## src/rtl/wmme_pkg.sv

```systemverilog
`timescale 1ns / 1ps
// shared types and constants for the window minimum / mean excess block
package wmme_pkg;

    localparam int SAMPLE_W = 32;

    localparam logic [SAMPLE_W-1:0] NO_EST_MEAN = {SAMPLE_W{1'b1}};

    typedef logic [SAMPLE_W-1:0] sample_t;

    // head of the request queue as seen by the engine
    typedef struct packed {
        logic    valid;
        sample_t sample;
    } wmme_req_t;

endpackage

```

## src/rtl/wmme_queue.sv

```systemverilog
`timescale 1ns / 1ps
// front end: two-entry request queue that takes samples off the input channel
module wmme_queue
    import wmme_pkg::*;
(
    input  logic      clk,
    input  logic      rst_n,
    input  logic      in_valid,
    output logic      in_stall,
    input  sample_t   sample,
    output wmme_req_t head,
    input  logic      pop
);

    logic [SAMPLE_W-1:0] slot_reg [2];
    logic                wr_ptr_reg;
    logic                rd_ptr_reg;
    logic [1:0]          count_reg;
    logic                push;
    logic                take;

    assign in_stall = (count_reg == 2'd2);
    assign push     = in_valid && !in_stall;
    assign take     = pop && (count_reg != 2'd0);

    assign head.valid  = (count_reg != 2'd0);
    assign head.sample = slot_reg[rd_ptr_reg];

    always_ff @(posedge clk)
    begin
        if (push)
        begin
            slot_reg[wr_ptr_reg] <= sample;
        end
    end

    always_ff @(posedge clk or negedge rst_n)
    begin
        if (!rst_n)
        begin
            wr_ptr_reg <= 1'b0;
            rd_ptr_reg <= 1'b0;
            count_reg  <= 2'd0;
        end
        else
        begin
            if (push)
            begin
                wr_ptr_reg <= ~wr_ptr_reg;
            end
            if (take)
            begin
                rd_ptr_reg <= ~rd_ptr_reg;
            end
            case ({push, take})
                2'b10:   count_reg <= count_reg + 2'd1;
                2'b01:   count_reg <= count_reg - 2'd1;
                default: count_reg <= count_reg;
            endcase
        end
    end

endmodule

```

## config.mk

```make
export PLATFORM = sky130hd
export DESIGN_NAME = wmme_queue
export DESIGN_NICKNAME = d
export VERILOG_FILES = /design/src/rtl/wmme_pkg.sv /design/src/rtl/wmme_queue.sv
export SDC_FILE = /design/constraint.sdc
export NUM_CORES = 1
export LEC_CHECK = 0
export BUFFER_PORTS_ARGS = -buffer_cell sky130_fd_sc_hd__buf_2
export CAP_MARGIN = 20
export CORE_MARGIN = 1.5
export CORE_UTILIZATION = 51
export CTS_CLUSTER_DIAMETER = 80
export DETAILED_ROUTE_END_ITERATION = 8
export GPL_TIMING_DRIVEN = 0
export PLACE_DENSITY = 0.86
export RECOVER_POWER = 50
export SETUP_SLACK_MARGIN = 0.2
export SYNTH_ARGS = -nofsm -noshare
export SYNTH_HDL_FRONTEND = slang
export SYNTH_SLANG_ARGS = --single-unit
```

## constraint.sdc

```tcl
create_clock -name clk -period 3 [get_ports clk]
set_input_delay 0.6 -clock clk [delete_from_list [all_inputs] [get_ports clk]]
set_output_delay 0.6 -clock clk [all_outputs]
set_load 0.02 [all_outputs]
```

==> results of run 1 <==
kinds of logic (layout without fill, tap and decap cells):
group	Yosys count	count (layout)	synth area share, %
flip-flops	68	68	80.2
multiplexers	32	32	14.3
AND/OR/NAND/NOR	7	7	1.54
XOR/XNOR	5	5	1.74
buffers and inverters	5	90	1.69
adder cells (fa/ha/maj)	1	1	0.496
final cells by class:
type | instances | area (um^2) | share of cell area [%]
Tap cell | 67 | 83.8 | 2.61
Clock inverter | 7 | 139 | 4.33
Inverter | 1 | 3.75 | 0.117
Multi-Input combinational cell | 45 | 460 | 14.4
Clock buffer | 9 | 124 | 3.86
Buffer | 4 | 38.8 | 1.21
Sequential cell | 68 | 2020 | 63.1
Timing Repair Buffer | 69 | 335 | 10.5
stage by stage:
stage | worst slack [ns] | power, uW
2_1_floorplan | 0.530 | 2170
3_3_place_gp | -0.284 | 2480
3_5_place_dp | 1.01 | 2500
4_1_cts | 0.859 | 3460
5_1_grt | 0.653 | 3570
6_report | 0.831 | 3410
critical path: stages, from the launching register on:
cell and delay [ns]:
dfrtp_1 0.42, nand2b_1 0.16, and3_1 1.19
placed cells by master (no fill, tap or decap), drive strengths merged:
master,instances
and3,1
mux2,32
buf,66
clkbuf,16
xor2,2
edfxtp,64
inv,1
nand2,1
clkinvlp,2
clkinv,1
ha,1
xnor2,3
nor2,2
bufinv,4
or2,1
nand2b,1
and2,1
dfrtp,4
cell usage after synthesis, drive strengths merged:
| cell type | count | area, um^2 |
|---|---|---|
| dfrtp | 4 | 100 |
| inv | 1 | 3.75 |
| nand2b | 1 | 6.26 |
| and2 | 1 | 8.76 |
| and3 | 1 | 6.26 |
| ha | 1 | 12.5 |
| nand2 | 1 | 3.75 |
| edfxtp | 64 | 1920 |
| xor2 | 2 | 17.5 |
| or2 | 1 | 6.26 |
| nor2 | 2 | 7.51 |
| mux2 | 32 | 360 |
| xnor2 | 3 | 26.3 |
| buf | 4 | 38.8 |
worst max path at each step:
stage	startpoint	to	slack, ns
2_1_floorplan	in_valid	slot_reg[0][0]	0.53
3_3_place_gp	in_valid	slot_reg[0][15]	-0.28
3_5_place_dp	in_valid	slot_reg[0][8]	1.01
4_1_cts	rd_ptr_reg	head[23]	0.86
5_1_grt	count_reg[0]	slot_reg[1][21]	0.65
6_report	count_reg[0]	slot_reg[1][1]	0.83
layer usage:
metal  track usage (%)  vias to the layer above  share of wire, %
met5                 0                        -                 0
met4              9.26                        0               1.5
met3              5.08                        6               6.5
met2              24.4                       55                51
met1              16.6                      622                41
li1                  -                      614                 -
power by group:
part / total [uW] / internal (uW) / switching, uW
Clock: 952 / 633 / 319
Sequential: 1370 / 1310 / 63.8
Combinational: 1090 / 449 / 641
Total: 3410 / 2390 / 1020
==> flow_summary.ini, run 1 <==
[floorplanning]
core_um2 = 4750
rows = 25
io_pins = 70
initial_core_util_pct = 53.0
die_w_um = 73.3
chipHeight_um = 73.3
die-area_um2 = 5370

[timing]
relSlewSlack_pct = -0.338
period_minus_slack_ns = 2.17
fin_skew_ns = 0.00525
worst_pin_slew_ns = 1.51
fmax_mhz = 461
period_share_pct = 72.3
slew_violations = 32
setup_viol = 0
hold_viol = 0
whs_ns = 0.106
rsz0062_at_grt = false
tns_ns = 0

[detailed_routing]
drtIter0Drc = 87
vias_per_cell = 4.80
avgRoutedWirePerCell_um = 14.2
via_count = 1297
wirelength_um = 3830
first_pass_iters = 5
ant_nets = 0
drc = 0

[logic_synthesis]
ys_ff_latch = 68
synth-warning-count = 0
netlist_instances = 118
ys_seq_area_share_pct = 80.2
yosysUniqueCellTypes = 15
syn_area_um2 = 2520
syn_area_per_cell_um2 = 21.4
syn_nets = 155

[clock_network]
postCtsSetupBuffers = 0
cts_buffers = 9
clockBufferDepth = 2
clock-sinks = 68
clk_pin_slew_ns = 0.07
clk_root_buffer_cell = clkbuf_8
clk_latency_ns = 0.33
cts_hold_buf = 0
cts_tree = done
h-tree-depth = 3
cts_resized = 0

[critical_path]
worstPathMaxFanout = 32
rrSetupSlack_ns = 0.83
r2r-end = slot_reg[1][1]
cp-end-kind = flop
ff2ff_path_depth = 2
required_ns = 2.93
cp.arrival_ns = 2.10
cp-start-kind = flop
critPathKind = reg2reg
reg2reg_from = count_reg[0]

[layout]
drive_gt1_share_pct = 55.7
nets = 235
fin_cells = 270
area_growth_pct = 27.3
fillers = 362
final_area_um2 = 3210
largest_reg_flops = 64
final_core_util_pct = 67.4
diodes = 0

[placement]
placed_area_um2 = 2960
dp.cells = 254
routabilityCongestion = 0.644
post-dp-hpwl_um = 2460
io_buffers = 69

[power_and_ir_drop]
power.density_nw_per_um2 = 1060
power_leakage_uw = 0.00121
ir_drop_mv = 0.755

[status]
status = finished, violations left
violations = max-capacitance violations, max-slew violations

[global_routing]
overflow = 0
grt_usage_pct = 14.9
grt_max_degree = 33
grt_antenna_before_repair = 0
grt_pass1_wl_um = 5640
grt_pass1_vias = 1282

[run]
maxCapViolCount = 1

[worst_hold_path]
hp-class = in2async
Power figures use the tool's default switching activity.
==> inputs of run 2 (changes only) <==
==> constraint.sdc (replaced) <==
create_clock -name clk -period 2.1 [get_ports clk]
set_input_delay 0.42 -clock clk [delete_from_list [all_inputs] [get_ports clk]]
set_output_delay 0.42 -clock clk [all_outputs]
set_load 0.02 [all_outputs]
==> run 2 against run 1 <==
Compared with the run above:
- the run now ends clean
- combinational power up 50%
- flip-flop and latch count is the same
- sequential share of layout area rose by 0.57 points
- final cell count is 1.5% higher
- routed wire length rose by 6.6%
- via count is 0.62% higher
- register-to-register slack lost 0.39 ns
- hold slack improved by 0.17 ns
- critical path depth increased by 2
- utilization is 0.61 points lower
- largest cell class unchanged
==> flow_summary.ini, run 2 (synthesis results as in run 1) <==
[power_and_ir_drop]
p_total_uw = 4610
p_sw_share_pct = 32.4
power.share.clock_pct = 21.6
ir_drop_mv = 0.893
p_int_uw = 3110
seqPwrFrac_pct = 42.7
power_switching_uw = 1490
comb_power_share_pct = 35.7
power_leakage_uw = 0.00119
power.density_nw_per_um2 = 1450

[timing]
period_minus_slack_ns = 1.86
period_share_pct = 88.5
fin_skew_ns = 0.00479
hold_viol = 0
worst_pin_slew_ns = 0.749
setup_viol = 0
relSlewSlack_pct = 50.1
slew_violations = 0
rsz0062_at_grt = true
tns_ns = 0
fmax_mhz = 538

[critical_path]
worstPathMaxFanout = 10
cp_num_buf_inv = 3
critPathKind = reg2out
cp.arrival_ns = 1.44
slowest_delay_ns = 0.35
cp_slowest_cell = dfrtp_1
worstPathCellList = buf_6, buf_8, mux2_2, buf_2
critPathTopFamily = buffers and inverters
required_ns = 1.68
cp-end-kind = output pin
cp-start-kind = flop
rrSetupSlack_ns = 0.44

[placement]
io_buffers = 69
post-dp-hpwl_um = 2590
routabilityCongestion = 0.663

[floorplanning]
rows = 25
die-area_um2 = 5370
chipHeight_um = 73.3
die_w_um = 73.3
initial_core_util_pct = 53.0
io_pins = 70
core_um2 = 4750

[run]
maxCapViolCount = 0

[detailed_routing]
wirelength_um = 4080
drc = 0
drtIter0Drc = 80
avgRoutedWirePerCell_um = 14.9
vias_per_cell = 4.76
first_pass_iters = 4
via_count = 1305
ant_nets = 0

[worst_hold_path]
hp-class = in2reg

[clock_network]
clk_pin_slew_ns = 0.07
clock-sinks = 68
h-tree-depth = 3
clk_root_buffer_cell = clkbuf_8
clk_latency_ns = 0.33
cts_buffers = 9
cts_tree = done
clockBufferDepth = 2

[layout]
layout_common_cells = edfxtp_1 (64), buf_2 (55), mux2_2 (32), clkbuf_1 (16), clkbuf_8 (9)
diodes = 0
area_growth_pct = 26.1
largest_reg_flops = 64
drive_gt1_share_pct = 53.6
nets = 239
layout_commonest_cell = edfxtp_1
fillers = 358

[global_routing]
grt_max_degree = 33
grt_pass1_vias = 1290
grt_pass1_wl_um = 5950
grt_antenna_before_repair = 0
grt_usage_pct = 15.9
overflow = 0

[status]
status = completed
[run 2: layout make-up]
cell class	instances	area, um^2	area share, %
repair buffers	72	353	11.1
multi-input cells	46	475	15.0
clock buffers	11	131	4.13
well taps	67	83.8	2.64
flip-flops and latches	68	2020	63.6
clock inverters	5	52.6	1.65
plain buffers	4	56.3	1.77
inverters	1	3.75	0.118
[run 2: metrics by stage]
step                setup WS [ns]  util [%]  hold slack, ns  cell area [um^2]  cells
global placement           -0.282      62.1           0.231              2950    254
global route                0.172      66.8           0.260              3180    274
detailed placement          0.220      62.2           0.231              2960    254
finish                      0.242      66.8           0.276              3180    274
floorplan                   0.220         -           0.124              2520    118
CTS                         0.201      67.0           0.264              3180    273
[run 2: power by group through the flow]
stage	registers [uW]	logic, uW	clock network [uW]
after floorplan	1950	1150	0
after global placement	1970	1570	0
after detailed placement	1980	1600	0
after CTS	1960	1670	1020
after global routing	2000	1770	1070
final	1970	1640	994
[run 2: timing repair]
item,CTS,global route
buffers inserted,2,0
hold endpoints to repair,4,0
pin swaps,0,0
cloned,0,1
setup endpoints to repair,29,60
hold buffers,1,0
resized for setup,5,1
[run 2: final timing paths]
path	cells after the start	endpoint	from
max	4	head[4]	rd_ptr_reg
min	1	slot_reg[0][8]	sample[8]
max reg2reg	2	slot_reg[1][24]	count_reg[0]
min reg2reg	1	count_reg[1]	count_reg[1]
max in group asynchronous	2	count_reg[0]	rst_n
min in group asynchronous	2	rd_ptr_reg	rst_n
[run 2: per-layer routing]
layer	routed length, um	track usage [%]	vias to the layer above	part of all wire [%]
li1	-	-	625	-
met1	1650	18.2	617	40
met2	2120	26.2	52	52
met3	203	4.39	11	5.0
met4	109	10.5	0	2.7
met5	0	0	-	0
